### config.mk
export PLATFORM = sky130hd
export DESIGN_NAME = utf8_decoder_raw_fallback_unit_flat
export DESIGN_NICKNAME = d
export VERILOG_FILES = /design/src/rtl/utf8d_pkg.sv /design/src/rtl/utf8d_byte_if.sv /design/src/rtl/utf8d_code_if.sv /design/src/rtl/utf8_decoder_raw_fallback_unit.sv /design/src/rtl/utf8d_front.sv /design/src/rtl/utf8d_queue.sv /design/src/rtl/utf8d_back.sv /design/src/flat_wrapper.sv
export SDC_FILE = /design/constraint.sdc
export NUM_CORES = 1
export LEC_CHECK = 0
export BUFFER_PORTS_ARGS = -buffer_cell sky130_fd_sc_hd__buf_2
export CORE_MARGIN = 1
export CORE_UTILIZATION = 45
export DETAILED_ROUTE_END_ITERATION = 7
export HOLD_SLACK_MARGIN = 0.12
export SYNTH_ARGS = -nofsm -noshare
export SYNTH_HDL_FRONTEND = slang
export SYNTH_SLANG_ARGS = --single-unit
### constraint.sdc
create_clock -name clk -period 11.4 [get_ports clk]
set_input_delay 0.57 -clock clk [delete_from_list [all_inputs] [get_ports clk]]
set_output_delay 0.57 -clock clk [all_outputs]
set_load 0.01 [all_outputs]
### src/rtl/utf8d_pkg.sv
// ----------------------------------------------------------------------------
// utf8d_pkg
// Shared widths and types of the UTF-8 decoder with raw-byte fallback.
// ----------------------------------------------------------------------------
package utf8d_pkg;

  localparam int BYTE_W  = 8;
  localparam int CODE_W  = 21;
  localparam int MAX_RES = 4;                    // results one byte may cause
  localparam int SLOT_W  = $clog2(MAX_RES);
  localparam int CNT_W   = $clog2(MAX_RES + 1);
  localparam int QDEPTH  = 2;                    // job queue entries
  localparam int QPTR_W  = $clog2(QDEPTH);
  localparam int QCNT_W  = $clog2(QDEPTH + 1);

  // One classified byte: how many results it gives and their values.
  typedef struct packed {
    logic [CNT_W-1:0]                cnt;
    logic [MAX_RES-1:0][CODE_W-1:0]  vals;
  } job_t;

  typedef struct packed {
    logic valid;
    job_t job;
  } push_t;

  typedef struct packed {
    logic full;
    logic empty;
  } qstat_t;

endpackage

### src/rtl/utf8d_byte_if.sv
// ----------------------------------------------------------------------------
// utf8d_byte_if
// Byte channel: one text byte per transfer, with an end-of-string flag.
// ----------------------------------------------------------------------------
interface utf8d_byte_if import utf8d_pkg::*; ();
  logic              valid;
  logic              ready;
  logic [BYTE_W-1:0] byte_in;
  logic              end_of_text;

  modport source (output valid, byte_in, end_of_text, input ready);
  modport sink   (input valid, byte_in, end_of_text, output ready);
endinterface

### src/rtl/utf8d_code_if.sv
// ----------------------------------------------------------------------------
// utf8d_code_if
// Code channel: one code point or raw byte value per transfer.
// ----------------------------------------------------------------------------
interface utf8d_code_if import utf8d_pkg::*; ();
  logic              valid;
  logic              ready;
  logic [CODE_W-1:0] code_value;
  logic              last_of_run;

  modport source (output valid, code_value, last_of_run, input ready);
  modport sink   (input valid, code_value, last_of_run, output ready);
endinterface

### src/rtl/utf8_decoder_raw_fallback_unit.sv
// Results: a byte's job is registered in the job queue and offered from its head.
// Throughput: one byte per cycle while each byte gives at most one result and
//   the result port is ready; a byte that gives k results holds the port for
//   k transfers, and the two-entry job queue sets how far input runs ahead.
// Reset: synchronous, active low; clears the sequence tracker, the queue and
//   the result index. Held continuation bytes keep no reset value.
// ----------------------------------------------------------------------------
// utf8_decoder_raw_fallback_unit
// UTF-8 decoder that gives broken sequences back as raw byte values.
// ----------------------------------------------------------------------------
module utf8_decoder_raw_fallback_unit import utf8d_pkg::*; (
  input  logic         clk,
  input  logic         rst_n,
  utf8d_byte_if.sink   in_ch,
  utf8d_code_if.source out_ch
);

  // Front end: the tracker takes a byte whenever the queue has a free entry,
  // independent of the result side; a waiting result stalls input only once
  // both queue entries hold jobs.
  logic   in_acc;
  push_t  push;
  job_t   head;
  qstat_t qstat;
  logic   pop;

  assign in_ch.ready = !qstat.full;
  assign in_acc      = in_ch.valid && in_ch.ready;

  utf8d_front u_front (
    .clk         (clk),
    .rst_n       (rst_n),
    .acc         (in_acc),
    .byte_in     (in_ch.byte_in),
    .end_of_text (in_ch.end_of_text),
    .push        (push)
  );

  // Queue: holds classified jobs; bytes that only open or extend a sequence
  // push nothing.
  utf8d_queue u_queue (
    .clk   (clk),
    .rst_n (rst_n),
    .push  (push),
    .pop   (pop),
    .head  (head),
    .stat  (qstat)
  );

  // Back end: hand out the head job's values in order, flag the last one and
  // release the entry on its transfer.
  utf8d_back u_back (
    .clk        (clk),
    .rst_n      (rst_n),
    .head       (head),
    .head_valid (!qstat.empty),
    .out_ready  (out_ch.ready),
    .out_valid  (out_ch.valid),
    .out_code   (out_ch.code_value),
    .out_last   (out_ch.last_of_run),
    .pop        (pop)
  );

  // Every pushed job carries between one and the maximum number of results.
  a_push_cnt: assert property (@(posedge clk) disable iff (!rst_n)
    push.valid |-> (push.job.cnt != '0 && push.job.cnt <= CNT_W'(MAX_RES)))
    else $error("job with bad result count");

  // Never push into a full queue.
  a_no_overflow: assert property (@(posedge clk) disable iff (!rst_n)
    push.valid |-> !qstat.full)
    else $error("push into full queue");

  // An entry is released only on the transfer of its last result.
  a_pop_last: assert property (@(posedge clk) disable iff (!rst_n)
    pop |-> (out_ch.valid && out_ch.ready && out_ch.last_of_run))
    else $error("queue entry released early");

  // Nothing is offered straight after reset.
  a_reset_idle: assert property (@(posedge clk)
    !rst_n |=> !out_ch.valid)
    else $error("result offered after reset");

endmodule

### src/rtl/utf8d_front.sv
// ----------------------------------------------------------------------------
// utf8d_front
// Sequence tracker: classifies each accepted byte and builds its result job.
// ----------------------------------------------------------------------------
module utf8d_front import utf8d_pkg::*; (
  input  logic              clk,
  input  logic              rst_n,
  input  logic              acc,
  input  logic [BYTE_W-1:0] byte_in,
  input  logic              end_of_text,
  output push_t             push
);

  logic [BYTE_W-1:0] lead_r,    lead_nxt;
  logic [CODE_W-1:0] partial_r, partial_nxt;
  logic [1:0]        need_r,    need_nxt;
  logic [1:0]        seen_r,    seen_nxt;
  logic [BYTE_W-1:0] held_r [2];
  logic              held_we;

  logic              is_cont;
  logic              sb_lead;
  logic [1:0]        sb_extra;
  logic [CODE_W-1:0] sb_bits;
  logic              sb_emit;
  logic              sb_open;
  logic [CODE_W-1:0] byte_ext;
  logic [CODE_W-1:0] acc_val;
  logic [2:0]        seen_p1;
  logic [SLOT_W-1:0] tail_idx;
  job_t              job;

  // Classify the byte as a fresh start.
  always_comb begin
    sb_lead  = 1'b1;
    sb_extra = 2'd0;
    sb_bits  = '0;
    if (byte_in[7] == 1'b0) begin
      sb_lead = 1'b0;
    end else if (byte_in[7:5] == 3'b110) begin
      sb_extra = 2'd1;
      sb_bits  = {{(CODE_W-5){1'b0}}, byte_in[4:0]};
    end else if (byte_in[7:4] == 4'b1110) begin
      sb_extra = 2'd2;
      sb_bits  = {{(CODE_W-4){1'b0}}, byte_in[3:0]};
    end else if (byte_in[7:3] == 5'b11110) begin
      sb_extra = 2'd3;
      sb_bits  = {{(CODE_W-3){1'b0}}, byte_in[2:0]};
    end else begin
      sb_lead = 1'b0;
    end
    sb_open = sb_lead && !end_of_text;
    sb_emit = !sb_open;
  end

  assign is_cont  = (byte_in[7:6] == 2'b10);
  assign byte_ext = {{(CODE_W-BYTE_W){1'b0}}, byte_in};
  assign acc_val  = {partial_r[CODE_W-7:0], byte_in[5:0]};
  assign seen_p1  = {1'b0, seen_r} + 3'd1;
  assign tail_idx = SLOT_W'(seen_p1);

  always_comb begin
    lead_nxt    = lead_r;
    partial_nxt = partial_r;
    need_nxt    = need_r;
    seen_nxt    = seen_r;
    held_we     = 1'b0;
    job.cnt     = '0;
    job.vals[0] = {{(CODE_W-BYTE_W){1'b0}}, lead_r};
    job.vals[1] = {{(CODE_W-BYTE_W){1'b0}}, held_r[0]};
    job.vals[2] = {{(CODE_W-BYTE_W){1'b0}}, held_r[1]};
    job.vals[3] = '0;

    if (need_r != 2'd0 && is_cont) begin
      if (seen_p1 >= {1'b0, need_r}) begin
        job.cnt     = CNT_W'(1);
        job.vals[0] = acc_val;
        need_nxt    = 2'd0;
        seen_nxt    = 2'd0;
        partial_nxt = '0;
      end else if (end_of_text) begin
        // drop the open sequence: lead, held bytes, this byte, all raw
        job.vals[tail_idx] = byte_ext;
        job.cnt     = CNT_W'({1'b0, tail_idx}) + CNT_W'(1);
        need_nxt    = 2'd0;
        seen_nxt    = 2'd0;
        partial_nxt = '0;
      end else begin
        partial_nxt = acc_val;
        held_we     = 1'b1;
        seen_nxt    = seen_r + 2'd1;
      end
    end else begin
      if (need_r != 2'd0) begin
        // broken sequence: flush raw, then restart on this byte
        need_nxt    = 2'd0;
        seen_nxt    = 2'd0;
        partial_nxt = '0;
        job.cnt     = CNT_W'({1'b0, tail_idx});
        if (sb_emit) begin
          job.vals[tail_idx] = byte_ext;
          job.cnt            = CNT_W'({1'b0, tail_idx}) + CNT_W'(1);
        end
      end else if (sb_emit) begin
        job.cnt     = CNT_W'(1);
        job.vals[0] = byte_ext;
      end
      if (sb_open) begin
        lead_nxt    = byte_in;
        partial_nxt = sb_bits;
        need_nxt    = sb_extra;
        seen_nxt    = 2'd0;
      end
    end
  end

  assign push.valid = acc && (job.cnt != '0);
  assign push.job   = job;

  always_ff @(posedge clk) begin
    if (!rst_n) begin
      lead_r    <= '0;
      partial_r <= '0;
      need_r    <= 2'd0;
      seen_r    <= 2'd0;
    end else if (acc) begin
      lead_r    <= lead_nxt;
      partial_r <= partial_nxt;
      need_r    <= need_nxt;
      seen_r    <= seen_nxt;
    end
  end

  always_ff @(posedge clk) begin
    if (acc && held_we) begin
      held_r[seen_r[0]] <= byte_in;
    end
  end

endmodule

### src/rtl/utf8d_queue.sv
// ----------------------------------------------------------------------------
// utf8d_queue
// Two-entry job queue between the tracker and the result sequencer.
// ----------------------------------------------------------------------------
module utf8d_queue import utf8d_pkg::*; (
  input  logic   clk,
  input  logic   rst_n,
  input  push_t  push,
  input  logic   pop,
  output job_t   head,
  output qstat_t stat
);

  job_t              mem_r [QDEPTH];
  logic [QPTR_W-1:0] wr_r, wr_nxt;
  logic [QPTR_W-1:0] rd_r, rd_nxt;
  logic [QCNT_W-1:0] cnt_r, cnt_nxt;

  always_comb begin
    wr_nxt  = push.valid ? wr_r + QPTR_W'(1) : wr_r;
    rd_nxt  = pop ? rd_r + QPTR_W'(1) : rd_r;
    cnt_nxt = cnt_r + QCNT_W'(push.valid) - QCNT_W'(pop);
  end

  always_ff @(posedge clk) begin
    if (!rst_n) begin
      wr_r  <= '0;
      rd_r  <= '0;
      cnt_r <= '0;
    end else begin
      wr_r  <= wr_nxt;
      rd_r  <= rd_nxt;
      cnt_r <= cnt_nxt;
    end
  end

  always_ff @(posedge clk) begin
    if (push.valid) begin
      mem_r[wr_r] <= push.job;
    end
  end

  assign head       = mem_r[rd_r];
  assign stat.full  = (cnt_r == QCNT_W'(QDEPTH));
  assign stat.empty = (cnt_r == '0);

endmodule

### src/rtl/utf8d_back.sv
// ----------------------------------------------------------------------------
// utf8d_back
// Result sequencer: steps through the head job, one result per transfer.
// ----------------------------------------------------------------------------
module utf8d_back import utf8d_pkg::*; (
  input  logic              clk,
  input  logic              rst_n,
  input  job_t              head,
  input  logic              head_valid,
  input  logic              out_ready,
  output logic              out_valid,
  output logic [CODE_W-1:0] out_code,
  output logic              out_last,
  output logic              pop
);

  logic [SLOT_W-1:0] idx_r, idx_nxt;
  logic              xfer;

  assign out_valid = head_valid;
  assign out_code  = head.vals[idx_r];
  assign out_last  = (CNT_W'({1'b0, idx_r}) + CNT_W'(1)) == head.cnt;
  assign xfer      = out_valid && out_ready;
  assign pop       = xfer && out_last;

  always_comb begin
    idx_nxt = idx_r;
    if (xfer) begin
      idx_nxt = out_last ? '0 : idx_r + SLOT_W'(1);
    end
  end

  always_ff @(posedge clk) begin
    if (!rst_n) begin
      idx_r <= '0;
    end else begin
      idx_r <= idx_nxt;
    end
  end

endmodule
### src/flat_wrapper.sv
// flat-port wrapper written by rule: the top's interface ports become plain ports
module utf8_decoder_raw_fallback_unit_flat import utf8d_pkg::*;
  (clk, rst_n, in_ch_valid, in_ch_byte_in, in_ch_end_of_text, in_ch_ready, out_ch_valid, out_ch_code_value, out_ch_last_of_run, out_ch_ready);
  utf8d_byte_if in_ch_i ();
  utf8d_code_if out_ch_i ();
  input  logic clk;
  input  logic rst_n;
  input wire logic [$bits(in_ch_i.valid)-1:0] in_ch_valid;
  input wire logic [$bits(in_ch_i.byte_in)-1:0] in_ch_byte_in;
  input wire logic [$bits(in_ch_i.end_of_text)-1:0] in_ch_end_of_text;
  output wire logic [$bits(in_ch_i.ready)-1:0] in_ch_ready;
  output wire logic [$bits(out_ch_i.valid)-1:0] out_ch_valid;
  output wire logic [$bits(out_ch_i.code_value)-1:0] out_ch_code_value;
  output wire logic [$bits(out_ch_i.last_of_run)-1:0] out_ch_last_of_run;
  input wire logic [$bits(out_ch_i.ready)-1:0] out_ch_ready;
  assign in_ch_i.valid = in_ch_valid;
  assign in_ch_i.byte_in = in_ch_byte_in;
  assign in_ch_i.end_of_text = in_ch_end_of_text;
  assign in_ch_ready = in_ch_i.ready;
  assign out_ch_valid = out_ch_i.valid;
  assign out_ch_code_value = out_ch_i.code_value;
  assign out_ch_last_of_run = out_ch_i.last_of_run;
  assign out_ch_i.ready = out_ch_ready;
  utf8_decoder_raw_fallback_unit u_core (.clk(clk), .rst_n(rst_n), .in_ch(in_ch_i), .out_ch(out_ch_i));
endmodule
# Word level (Yosys, flattened, before mapping)
# Memories as Yosys holds them, arrays and structs flattened. A register that Yosys moved wholly into a read port is not among the register bits.
# Cells that the tools add are included.
# totals
reg_bits	33
latch_bits	0
ram_bits	190
rom_bits	0
out_inout_bits	24
word_cells	101
n_memories	2
# memory_table
memory	words	width	rd	rd_ports_with_merged_regs	write_ports	line	source
u_core.u_queue.mem_r	2	87	1	1	1	utf8d_queue.sv:14	job_t mem_r [QDEPTH];
u_core.u_front.held_r	2	8	2	0	1	utf8d_front.sv:18	logic [BYTE_W-1:0] held_r [2];
# op_classes
add_sub_neg	9
mul	0
div	0
n_lt_le_gt_ge	4
n_eq_ne	7
n_shift	0
mux	52
n_bitwise	1
n_reduce_logical	18
# ops
op	count
2-to-1 mux 87 bit	3
2-to-1 mux 63 bit	2
bitwise mux 84 bit	1
2-to-1 mux 21 bit	4
2-to-1 mux 15 bit	5
binary-select mux 21 bit (select 2 bit)	1
demux 21 bit (select 2 bit)	1
2-to-1 mux 2 bit	14
2-to-1 mux 1 bit	14
2-to-1 mux 5 bit	2
adder 2 x 1 -> 3 bit (second input constant)	3
2-to-1 mux 3 bit	3
logical AND 1 bit	8
2-to-1 mux 8 bit	1
less-than comparator 2 x 3 -> 1 bit (second input constant)	2
AND reduction 3 bit	2
nonzero test 3 bit	2
== test 5 bit (second input constant)	1
adder 2 x 1 -> 2 bit (second input constant)	2
== test 2 bit (second input constant)	2
== test 4 bit (second input constant)	1
2-to-1 mux 4 bit	1
== test 3 bit	1
== test 3 bit (second input constant)	1
other kinds (11)	14

# Depth between registers and ports, before layout
# Gate-level depths: netlist of run 1.
# depth
ltp_word	13
mapped_depth	12
depth_no_buf	12

# By module
# From an unflattened synthesis of run 1, not the netlist that was laid out.
# hier_totals
hier_cells	590
hier_area_um2	9922.0
# modules_own_cells
mod	n_inst	cells_each	area_per_inst_um2	seq_area_each_um2
utf8d_queue	1	292	6623.9	5325.1
utf8d_front	1	250	2573.7	1021.0
utf8d_back	1	45	710.7	40.0
utf8_decoder_raw_fallback_unit	1	3	13.8	0.0

# Least setup slack after synthesis of run 1
# OpenSTA, ideal clock, no wires.
# synth_path
kind	reg-to-reg
start	register u_core.u_front.seen_r[0]
end	memory u_core.u_queue.mem_r[0][0] (netlist bit), enable pin
setup_ns	0.454
arrival_time_ns	3.898
path_slack_ns	7.048
path_stages_with_launch	8
path_buffers	0
synth_period_minus_slack_ns	4.352
cell_sequence	dfxtp_1 -> inv_1 -> fa_1 -> o31a_1 -> a21oi_1 -> o32ai_1 -> o21ai_1 -> nor2_1
# synth_via
elab_chain_len	9
# synth_lines
item	line	source
start: declaration	utf8d_front.sv:17	logic [1:0] seen_r, seen_nxt;
start signal: assignment	utf8d_front.sv:130	seen_r <= seen_nxt;
adder 2 x 1 -> 3 bit (*)	utf8d_front.sv:59	assign seen_p1 = {1'b0, seen_r} + 3'd1;
adder 2 x 1 -> 3 bit	utf8d_front.sv:84, utf8d_front.sv:102	
2-to-1 mux 87 bit (on tied branches)	utf8d_front.sv:100, utf8d_front.sv:81	
2-to-1 mux 3 bit (on tied branches)	utf8d_front.sv:94, utf8d_front.sv:75	
2-to-1 mux 87 bit (*)	utf8d_front.sv:74	if (need_r != 2'd0 && is_cont) begin
nonzero test 3 bit (*)	utf8d_front.sv:117	assign push.valid = acc && (job.cnt != '0);
logical AND 1 bit (*)	utf8d_front.sv:117	
2-to-1 mux 1 bit (*)	utf8d_queue.sv:38	if (push.valid) begin
2-to-1 mux 1 bit (not written as such) (*)	utf8d_queue.sv:39	mem_r[wr_r] <= push.job;
end: declaration	utf8d_queue.sv:14	
# Mark *: on every way between the ends. The rest lies on a longest branch, timed or not.

==> summary.txt, run 1 <==
Worst setup path
  – CP peak stage delay: slightly below 0.7 ns
  – Worst Path Max Fanout: 25
  – Crit path DAT: about 4.1 ns
  – Slowest CP cell: nor2_1
  – CP cell instances: inv_1 > fa_1 > o31a_1 > nor2_1 > a2111o_1 > o21ai_1 > nor2_4 > buf_4
  – CP Capture Type: flip-flop
  – Critical path type: flip-flop to flip-flop
  – Req. time, crit path: between 10 and 15 ns
  – CP startpoint kind: flip-flop

Die
  – Starting density of the core: 0.466
  – Die Y: roughly 120 µm
  – Die Area: around 0.014 mm²
  – Chip width: 120 µm
  – Core area: 0.0134 mm²
  – Num rows: between 40 and 50
  – Io pins: 37

CTS
  – CTS Root Cell: clkbuf_16
  – CTS Buffer Depth: 2
  – CTS Buf Count: 17
  – CTS resizes: 0
  – Setup bufs post-CTS: 0
  – CTS Hold Bufs: 0
  – CTS tree: yes
  – Total clock sinks: between 100 and 150
  – CTS H-tree depth: 4
  – Clk Latency, worst-skew pair: about 0.42 ns
  – Worst-path clk slew: roughly 0.060 ns

Logic synthesis
  – Sequential area share after synthesis: 0.648
  – Yosys warnings: 0
  – Mapped cell area: slightly above 0.006 mm²
  – Synth Register Bits: ~150
  – Synth Area in Adders: 0.0193
  – Synth Area in Compound Gates: 0.0646
  – Xor and xnor area share after synthesis: 0.00842
  – Mean Syn Cell Area: 14.7 µm²
  – Post-Syn Nets: around 450
  – Synth cell types: between 40 and 50
  – Largest family of logic cells by synthesized area: multiplexers
  – Synth Area in Simple Gates: 0.101
  – Syn Inst Count: ~430
  – Post-synthesis mux area share: 0.139

Power and ir drop
  – Leak pwr: ~2.5 nW
  – NetSw: between 0.0003 and 0.0004 W
  – Reg power frac: 0.464
  – Clock Power Share: 0.384
  – Logic pwr share: 0.152
  – VDD IR-drop max: roughly 0.1 mV
  – Fraction of power spent switching nets: 0.240
  – Cell Int Power: between 0.001 and 0.0015 W
  – Cell Pwr Density: 191 mW/mm²

Detailed routing
  – Via count: between 3000 and 4000
  – Avg Vias per Cell: 5.43
  – Drt drc: 0
  – Final ANT Viol Nets: 0
  – 1st-pass router iterations: 6
  – DR iter-0 viols: about 310
  – Final WL: around 12000 µm
  – Routed len/inst: ~19 µm

STA
  – Fin crit period: approximately 4.0 ns
  – Sum Neg Setup Slack: 0 ns
  – RSZ-0062 raised after global routing: false
  – Highest clock rate: between 200 and 250 MHz
  – Final Hold Violating Endpoints: 0
  – Final Skew: 0.00866 ns
  – Worst hold slack: 0.436 ns
  – Max-slew headroom: 0.232
  – Slew Limit Fails: 0
  – Final worst path period share: 0.352
  – Setup violations, final: 0
  – Measured slew at the worst slew-check pin: about 1.1 ns

Global route
  – Grt total ovfl: 0
  – Initial antenna violation count: 0
  – First-pass GRT wire length: between 15000 and 20000 µm
  – Via count of the first global-routing pass: 3626
  – Total Routing Usage GR: 0.186
  – Pin count of the biggest net entering global routing: 36

Status
  – Status: complete, no violations

Final layout
  – Fin util: 0.536
  – Area Overhead vs Synth: 15.0%
  – Proportion of layout cells with a drive suffix above 1: 0.258
  – Nets: 486
  – Post-Layout Inst Area: approximately 0.0072 mm²

Place
  – Routability congestion estimate: between 0.9 and 1
  – Hpwl dp: 7620 µm
  – IO Port Bufs: 36
  – Placed cell area: around 0.0066 mm²

Min path
  – Worst min path class: input port to flip-flop

Job
  – Max-Cap Viols: 0
[metrics by stage]
step	std cells	worst slack, ns	total power, W
final	654	7.38	0.00137
after CTS	653	7.29	0.00139
after global routing	653	7.03	0.00143
after floorplan	425	7.05	0.000791
after global placement	621	7.50	0.000856
after detailed placement	621	7.30	0.000863
[synth_stat cells (all sizes together)]
library cell  count  area (µm²)
a2111o            1        11.3
a21boi            9        67.6
a21oi             8        40.0
a22oi            15         113
a2bb2oi           1        8.76
a31o              1        8.76
a31oi             1        21.3
and2             28         175
and2b             1        7.51
and3              3        18.8
buf               9        43.8
clkbuf           12        45.0
dfxtp            34         681
edfxtp          112        3360
fa                1        20.0
ha                8         100
inv               9        33.8
mux2             30         338
mux2i            17         170
mux4             16         360
nand2            22        85.1
nand2b            3        18.8
nand3             5        25.0
nand3b            1        20.0
nand4             1        6.26
nor2             22        82.6
nor2b            20         125
nor3              4        20.0
nor3b             1        7.51
nor4              3        18.8
o211ai            2        15.0
o21a              3        22.5
o21ai             4        20.0
o22ai             3        25.0
o311ai            1        8.76
o31a              1        8.76
o31ai             2        15.0
o32ai             1        8.76
o41ai             1        8.76
or2               3        18.8
xnor2             4        35.0
xor2              2        17.5
[kinds of logic after synthesis]
group                    after synthesis
adder cells (fa/ha/maj)                9
AO/OA/AOI/OAI                         54
AND/OR/NAND/NOR                      117
flip-flops                           146
buffers and inverters                 30
multiplexers                          63
XOR/XNOR                               6
[flip-flops by register name (all words and copies together) (netlist names), named ones only]
register and cells:
u_core.u_back.idx_r 2, u_core.u_front.held_r 16, u_core.u_front.lead_r 8, u_core.u_front.need_r 2, u_core.u_front.partial_r 15, u_core.u_front.seen_r 2, u_core.u_queue.cnt_r 2, u_core.u_queue.mem_r 96
u_core.u_queue.rd_r 1, u_core.u_queue.wr_r 1
[worst max-delay path: cells and delay by family, from the launching register on]
family                   cells  cell delay (ns)
AO/OA/AOI/OAI                3             0.82
buffers and inverters        2             0.60
AND/OR/NAND/NOR              2             1.30
adder cells (fa/ha/maj)      1             0.49
flip-flops                   1             0.46
[cell usage in the layout (no fill, tap or decap), types with 9 or more instances in the layout]
cell type,instances
and2_1,28
inv_1,9
dfxtp_1,33
buf_2,36
nand2_1,21
clkbuf_16,18
mux4_2,16
a22oi_1,15
nor2b_1,20
a21boi_0,9
mux2_2,30
edfxtp_1,112
nor2_1,20
mux2i_1,17
[final timing paths]
| kind | end | cells after the start | from | slack (ns) |
|---|---|---|---|---|
| max | u_core.u_queue.mem_r[1][44]$_DFFE_PP_ | 8 | u_core.u_front.seen_r[0]$_SDFFE_PN0P_ | 7.38 |
| min | u_core.u_front.held_r[1][0]$_DFFE_PP_ | 1 | in_ch_byte_in[0] | 0.44 |
| max reg2reg | u_core.u_queue.mem_r[1][44]$_DFFE_PP_ | 8 | u_core.u_front.seen_r[0]$_SDFFE_PN0P_ | 7.38 |
| min reg2reg | u_core.u_front.lead_r[4]$_SDFFE_PN0P_ | 2 | u_core.u_front.lead_r[4]$_SDFFE_PN0P_ | 0.46 |
[routing by layer]
| layer | routed length [µm] | track usage |
|---|---|---|
| met4 | 243 | 0.0859 |
| met1 | 5550 | 0.238 |
| met3 | 535 | 0.0466 |
| met2 | 5890 | 0.297 |
| met5 | 0 | 0 |
[final cells by class]
class	count	area [µm²]
Inverter	9	33.8
Timing Repair Buffer	41	218
Fill cell	1119	6220
Antenna cell	1	2.50
Clock buffer	28	518
Multi-Input combinational cell	249	2090
Tap cell	176	220
Clock inverter	4	46.3
Sequential cell	146	4050
[power by group through the flow]
stage          Sequential [W]  Clock [W]  Combinational, W
5_1_grt              0.000642   0.000557          0.000231
6_report             0.000638   0.000527          0.000209
3_3_place_gp         0.000646          0          0.000210
2_1_floorplan        0.000646          0          0.000144
3_5_place_dp         0.000649          0          0.000214
4_1_cts              0.000638   0.000536          0.000215
Power figures use the tool's default switching activity.
==> run 2, diff against run 1 <==
Settings changed: ABC_AREA set to 1.
Clock period 11.4 ns to 3.8 ns, I/O delays scaled along.
==> run 2 against run 1 <==
Critical path type unchanged; maximum frequency increased by 32%; sequential share of layout area decreased by 1.8 points; cell count increased by 31%; register-to-register slack got worse by 6.6 ns; via count increased by 27%; first-iteration DRC count increased by 4.5%; count of clock-buffer cells in the layout decreased by 2; routed wire length increased by 21%; largest cell class unchanged; synthesized cell count increased by 46%; global-route usage increased by 3.2 points; core utilization about the same; power increased to 3.2 times the previous value.
==> summary.txt, run 2 <==
Status
  – Status: complete, no violations

Detailed routing
  – WL met2: 6990 µm
  – Drt drc: 0
  – 1st-pass router iterations: 5
  – Met3 WL post-DR: 563 µm
  – Highest Signal Layer: met4
  – Routed len/inst: ~17 µm
  – Final WL: 14700 µm
  – DRT met1 WL: between 6000 and 7000 µm
  – Via count: 4521
  – Final ANT Viol Nets: 0
  – DR iter-0 viols: roughly 330
  – Avg Vias per Cell: 5.27

STA
  – Sum Neg Setup Slack: 0 ns
  – Final Hold Violating Endpoints: 0
  – Fin crit period: 3.05 ns
  – RSZ-0062 raised after global routing: false
  – Final Skew: ~0.008 ns
  – Final worst path period share: 0.803
  – Slew Limit Fails: 0
  – Max-slew headroom: 0.257
  – Highest clock rate: roughly 330 MHz
  – Measured slew at the worst slew-check pin: ~1.1 ns
  – Setup violations, final: 0

Logic synthesis
  – Yosys warnings: 0
  – Area share of the largest cell type after synthesis: 0.528
  – Area leader, netlist: edfxtp_1
  – Mean Syn Cell Area: around 10 µm²
  – Synth cell types: 38
  – Most numerous cell in the Yosys netlist: nor2_1
  – Synth Register Bits: between 100 and 150
  – Ys flop type: edfxtp_1
  – Synth top cells by count: 116 x nor2_1, 112 x edfxtp_1, 85 x nand2_1
  – Sequential area share after synthesis: 0.635
  – Syn Inst Count: between 600 and 700
  – Async S/R FF share, synth: 0
  – Area contributors post-synth: edfxtp_1 53%, dfxtp_1 11%, nor2_1 6.8%
  – Post-synth EDFFs: between 100 and 150
  – Mapped cell area: around 0.0064 mm²
  – Post-Syn Nets: roughly 640

Global route
  – Via count of the first global-routing pass: around 4500
  – Pin count of the biggest net entering global routing: 49
  – Initial antenna violation count: 0
  – Total Routing Usage GR: 0.218
  – First-pass GRT wire length: about 24000 µm
  – Grt total ovfl: 0

Worst setup path
  – Worst Path Max Fanout: 12
  – R2r startpoint: u_core.u_front.seen_r[0]$_SDFFE_PN0P_
  – Critical path type: flip-flop to flip-flop
  – Reg2Reg Depth: 9
  – Crit path capture: u_core.u_front.held_r[0][4]$_DFFE_PP_
  – CP startpoint kind: flip-flop
  – Req. time, crit path: about 3.9 ns
  – CP startpoint: u_core.u_front.seen_r[0]$_SDFFE_PN0P_
  – Reg-to-reg critical path endpoint: u_core.u_front.held_r[0][4]$_DFFE_PP_
  – Crit path DAT: slightly above 3 ns
  – CP Capture Type: flip-flop
  – Reg-to-reg setup timing slack: roughly 0.75 ns

Die
  – Core area: about 0.014 mm²
  – Chip width: roughly 120 µm
  – Num rows: 43
  – Die Area: between 0.01 and 0.015 mm²
  – Die Y: 121 µm
  – Starting density of the core: 0.461
  – Io pins: 37

Place
  – Placed cell count: 820
  – Hpwl dp: around 10000 µm
  – Routability congestion estimate: 0.887
  – IO Port Bufs: 36

Final layout
  – Antenna diode count: 0
  – Most frequent cells in the layout: 115 x nor2_1, 112 x edfxtp_1, 85 x nand2_1, 63 x o21ai_0, 53 x inv_1
  – Most common cell after layout, fill and taps aside: nor2_1
  – Proportion of layout cells with a drive suffix above 1: 0.147
  – Area Overhead vs Synth: 16.2%
  – Fin util: 0.536
  – Max reg flops: 96
  – Nets: 687
  – Most flops, register: u_core.u_queue.mem_r
  – Final Non-Filler Cells: 858

CTS
  – CTS Buf Count: 17
  – CTS Buffer Depth: 2
  – CTS tree: yes
  – CTS Root Cell: clkbuf_16
  – Setup bufs post-CTS: 0
  – Total clock sinks: ~150
  – Worst-path clk slew: around 0.06 ns
  – CTS H-tree depth: 4
  – Clk Latency, worst-skew pair: around 0.42 ns

Power and ir drop
  – Overall power: between 0.004 and 0.005 W
  – Cell Pwr Density: around 590 mW/mm²
  – VDD IR-drop max: between 0.2 and 0.3 mV
  – Leak pwr: 2.78 nW

Min path
  – Worst min path class: input port to flip-flop

Job
  – Max-Cap Viols: 0
==> run 2: metal layers <==
metal,track usage,vias up
li1,-,2207
met1,0.293,2203
met2,0.345,88
met3,0.0465,23
met4,0.0841,0
met5,0,-
==> run 2: worst max-delay path: stages (launching register included) <==
cell and delay, ns:
dfxtp_1 0.45, inv_1 0.16, fa_1 0.52, nor2_1 0.06, a21boi_1 0.30, nand3_2 0.15
nor2_1 0.12, buf_4 0.18, inv_1 0.06, nor2_1 0.66
==> run 2: where the power goes <==
part	total [W]	switching, W	internal, W
Clock	0.00162	0.000594	0.00103
Combinational	0.000849	0.000567	0.000282
Sequential	0.00192	0.0000410	0.00187
==> run 2: area by class of cell <==
type,count,area (µm²)
inverters,58,220
repair buffers,52,340
flip-flops and latches,146,4040
well taps,180,225
clock buffers,26,499
fillers,1201,6420
clock inverters,6,78.8
multi-input cells,390,2000
==> run 2: logic make-up after synthesis <==
logic type	after synthesis	synth area share
flip-flops	146	0.635
AO/OA/AOI/OAI	137	0.120
buffers and inverters	84	0.0528
AND/OR/NAND/NOR	237	0.163
XOR/XNOR	4	0.00550
adder cells (fa/ha/maj)	9	0.0189
multiplexers	3	0.00530
==> run 2: timing repair <==
action / 4_1_cts / 5_1_grt
hold buffers: 6 / 0
hold endpoints to repair: 13 / 0
gates resized for setup: 0 / 0
==> run 2: how the worst min path moves through the flow <==
stage	startpoint	to	slack [ns]	cells past startpoint
6_report	in_ch_byte_in[4]	u_core.u_front.held_r[1][4]$_DFFE_PP_	0.15	1
5_1_grt	in_ch_byte_in[3]	u_core.u_front.held_r[1][3]$_DFFE_PP_	0.13	1
4_1_cts	in_ch_byte_in[3]	u_core.u_front.held_r[1][3]$_DFFE_PP_	0.12	1
3_5_place_dp	u_core.u_front.partial_r[9]$_SDFFE_PN0P_	u_core.u_front.partial_r[9]$_SDFFE_PN0P_	0.46	2
3_3_place_gp	u_core.u_front.partial_r[13]$_SDFFE_PN0P_	u_core.u_front.partial_r[13]$_SDFFE_PN0P_	0.45	2
2_1_floorplan	in_ch_byte_in[0]	u_core.u_front.held_r[0][0]$_DFFE_PP_	0.29	0
==> run 2: stage by stage <==
| stage | hold slack [ns] | setup WS [ns] | instance area, µm² |
|---|---|---|---|
| floorplan | 0.289 | 0.390 | 6370 |
| global placement | 0.455 | 0.886 | 6770 |
| detailed placement | 0.457 | 0.774 | 6770 |
| CTS | 0.125 | 0.750 | 7410 |
| global route | 0.129 | 0.520 | 7410 |
| finish | 0.152 | 0.748 | 7410 |
==> run 3, diff against run 2 <==
Clock period 3.8 ns to 2.8 ns, I/O delays scaled along.
==> run 3 against run 2 <==
Hold slack gained 0.13 ns; sequential share of layout area is 1.5 points lower; first-iteration DRC count rose by 4.9%; power rose by 37%; routed wire length is 3.1% lower; final area increased by 3.0%; die area is the same; count of clock-buffer cells in the layout down 4; largest cell class unchanged.
==> summary.txt, run 3 (synthesis gave the netlist of run 2 again) <==
Detailed routing
  – Via count: about 4500
  – 1st-pass router iterations: 5
  – Avg Vias per Cell: a little over 5
  – Final ANT Viol Nets: 0
  – Routed len/inst: about 16 µm
  – Drt drc: 0
  – DR iter-0 viols: around 340
  – Final WL: 14300 µm

Job
  – Max-Cap Viols: 0

CTS
  – CTS tree: yes
  – Worst-path clk slew: 0.06 ns
  – Total clock sinks: about 150
  – Clk Latency, worst-skew pair: between 0.4 and 0.5 ns
  – CTS Buf Count: 17
  – CTS H-tree depth: 4
  – CTS Buffer Depth: 2
  – CTS Root Cell: clkbuf_16

Die
  – Die Y: around 120 µm
  – Num rows: 43
  – Core area: approximately 0.014 mm²
  – Io pins: 37
  – Die Area: around 0.015 mm²
  – Starting density of the core: 0.461
  – Chip width: 121 µm

Worst setup path
  – Req. time, crit path: 3.11 ns
  – Critical path type: flip-flop to flip-flop
  – CP Capture Type: flip-flop
  – Worst Path Max Fanout: 5
  – Crit path DAT: between 2 and 3 ns
  – Buf/Inv on CP: 3
  – CP peak stage delay: around 0.51 ns
  – CP cell instances: inv_2 > fa_1 > nor2_1 > nand2_1 > nand3_1 > nand2_2 > nand3_4 > nor2_2 > nor2_2 > nand3_2 > nand2_2 > ha_1 > inv_1 > ha_1 > xor2_1 > buf_4 > a21oi_1
  – Critical path's top delay family: adder cells
  – CP startpoint kind: flip-flop
  – Slowest CP cell: fa_1

Global route
  – Pin count of the biggest net entering global routing: 46
  – Initial antenna violation count: 0
  – Grt total ovfl: 0
  – Via count of the first global-routing pass: about 4300
  – Total Routing Usage GR: 0.208
  – First-pass GRT wire length: about 22000 µm

STA
  – Worst hold slack: between 0.2 and 0.3 ns
  – Measured slew at the worst slew-check pin: about 0.77 ns
  – Highest clock rate: about 380 MHz
  – Fin crit period: about 2.6 ns
  – Slew Limit Fails: 0
  – Final Skew: about 0.012 ns
  – Final Hold Violating Endpoints: 0
  – Max-slew headroom: 0.486
  – Setup violations, final: 0
  – Final worst path period share: 0.941
  – Final worst slack: 0.166 ns

Final layout
  – Most common cell after layout, fill and taps aside: nor2_1
  – Post-Layout Inst Area: approximately 0.0076 mm²
  – Nets: between 700 and 800
  – Area Overhead vs Synth: 19.8%
  – Most frequent cells in the layout: 114 x nor2_1, 112 x edfxtp_1, 84 x nand2_1, 62 x o21ai_0, 52 x inv_1
  – Most flops, register: u_core.u_queue.mem_r
  – Final Non-Filler Cells: slightly below 900
  – Antenna diode count: 0
  – Max reg flops: between 90 and 100
  – Proportion of layout cells with a drive suffix above 1: 0.183

Status
  – Status: complete, no violations

Place
  – Routability congestion estimate: ~0.82
  – IO Port Bufs: 36
  – DP Worst Slack: roughly 0.095 ns
  – Placed cell area: 0.00689 mm²
  – Hpwl dp: slightly below 10000 µm
  – Placed cell count: around 830

Min path
  – Worst min path class: input port to flip-flop

Power and ir drop
  – Overall power: 0.00602 W
  – Leak pwr: 2.89 nW
  – Cell Pwr Density: 789 mW/mm²
  – VDD IR-drop max: just over 0.4 mV
==> run 3: cell count changes in the layout (fill, tap and decap cells not counted), sizes merged <==
cell	previous run	this run
buf	46	65
clkinvlp	0	4
inv	57	56
clkbuf	26	22
dlygate4sd3	6	10
clkinv	5	6
==> run 3: path summary, 6_finish.rpt <==
check | from | endpoint | slack [ns] | depth (start not counted)
hold / removal | in_ch_valid | u_core.u_front.lead_r[5]$_SDFFE_PN0P_ | 0.29 | 5
hold reg to reg | u_core.u_front.lead_r[5]$_SDFFE_PN0P_ | u_core.u_front.lead_r[5]$_SDFFE_PN0P_ | 0.46 | 2
setup reg to reg | u_core.u_front.seen_r[0]$_SDFFE_PN0P_ | u_core.u_queue.cnt_r[1]$_SDFF_PN0_ | 0.17 | 17
setup / recovery | u_core.u_front.seen_r[0]$_SDFFE_PN0P_ | u_core.u_queue.cnt_r[1]$_SDFF_PN0_ | 0.17 | 17
==> run 3: final cells by class <==
| cell class | count | area (µm²) |
|---|---|---|
| Fill cell | 1193 | 6200 |
| Sequential cell | 146 | 4050 |
| Multi-Input combinational cell | 390 | 2000 |
| Timing Repair Buffer | 75 | 536 |
| Clock buffer | 22 | 484 |
| Inverter | 58 | 226 |
| Tap cell | 180 | 225 |
| Clock inverter | 10 | 106 |
==> run 3: worst reg2reg max path: stages, from the launching register on <==
cell and delay [ns]:
dfxtp_4 0.36, inv_2 0.06, fa_1 0.51, nor2_1 0.05
nand2_1 0.06, nand3_1 0.07, nand2_2 0.08, nand3_4 0.12
nor2_2 0.12, nor2_2 0.05, nand3_2 0.09, nand2_2 0.06
ha_1 0.27, inv_1 0.04, ha_1 0.20, xor2_1 0.20
buf_4 0.14, a21oi_1 0.05
==> run 3: power by group <==
part / switching [W] / internal, W
logic: 0.000776 / 0.000423
registers: 0.0000549 / 0.00254
clock network: 0.000829 / 0.00140
==> run 3: metal layers <==
metal,global-route usage,wire length [µm],part of all wire
met5,0,0,0
met4,0.0656,121,0.0085
met3,0.0465,555,0.039
met2,0.342,6950,0.49
met1,0.274,6660,0.47
==> run 3: timing repair <==
| action | CTS | global route |
|---|---|---|
| endpoints found under the hold margin | 30 | 0 |
| endpoints found under the setup margin | 0 | 10 |
| hold buffers | 10 | 0 |
| gates resized for setup | 0 | 5 |
| buffers inserted | 0 | 6 |
==> run 3: stage by stage <==
stage / util / TNS (ns)
floorplan: - / 0
global placement: 0.498 / 0
detailed placement: 0.498 / 0
CTS: 0.548 / 0
global route: 0.552 / -0.0220
finish: 0.552 / 0
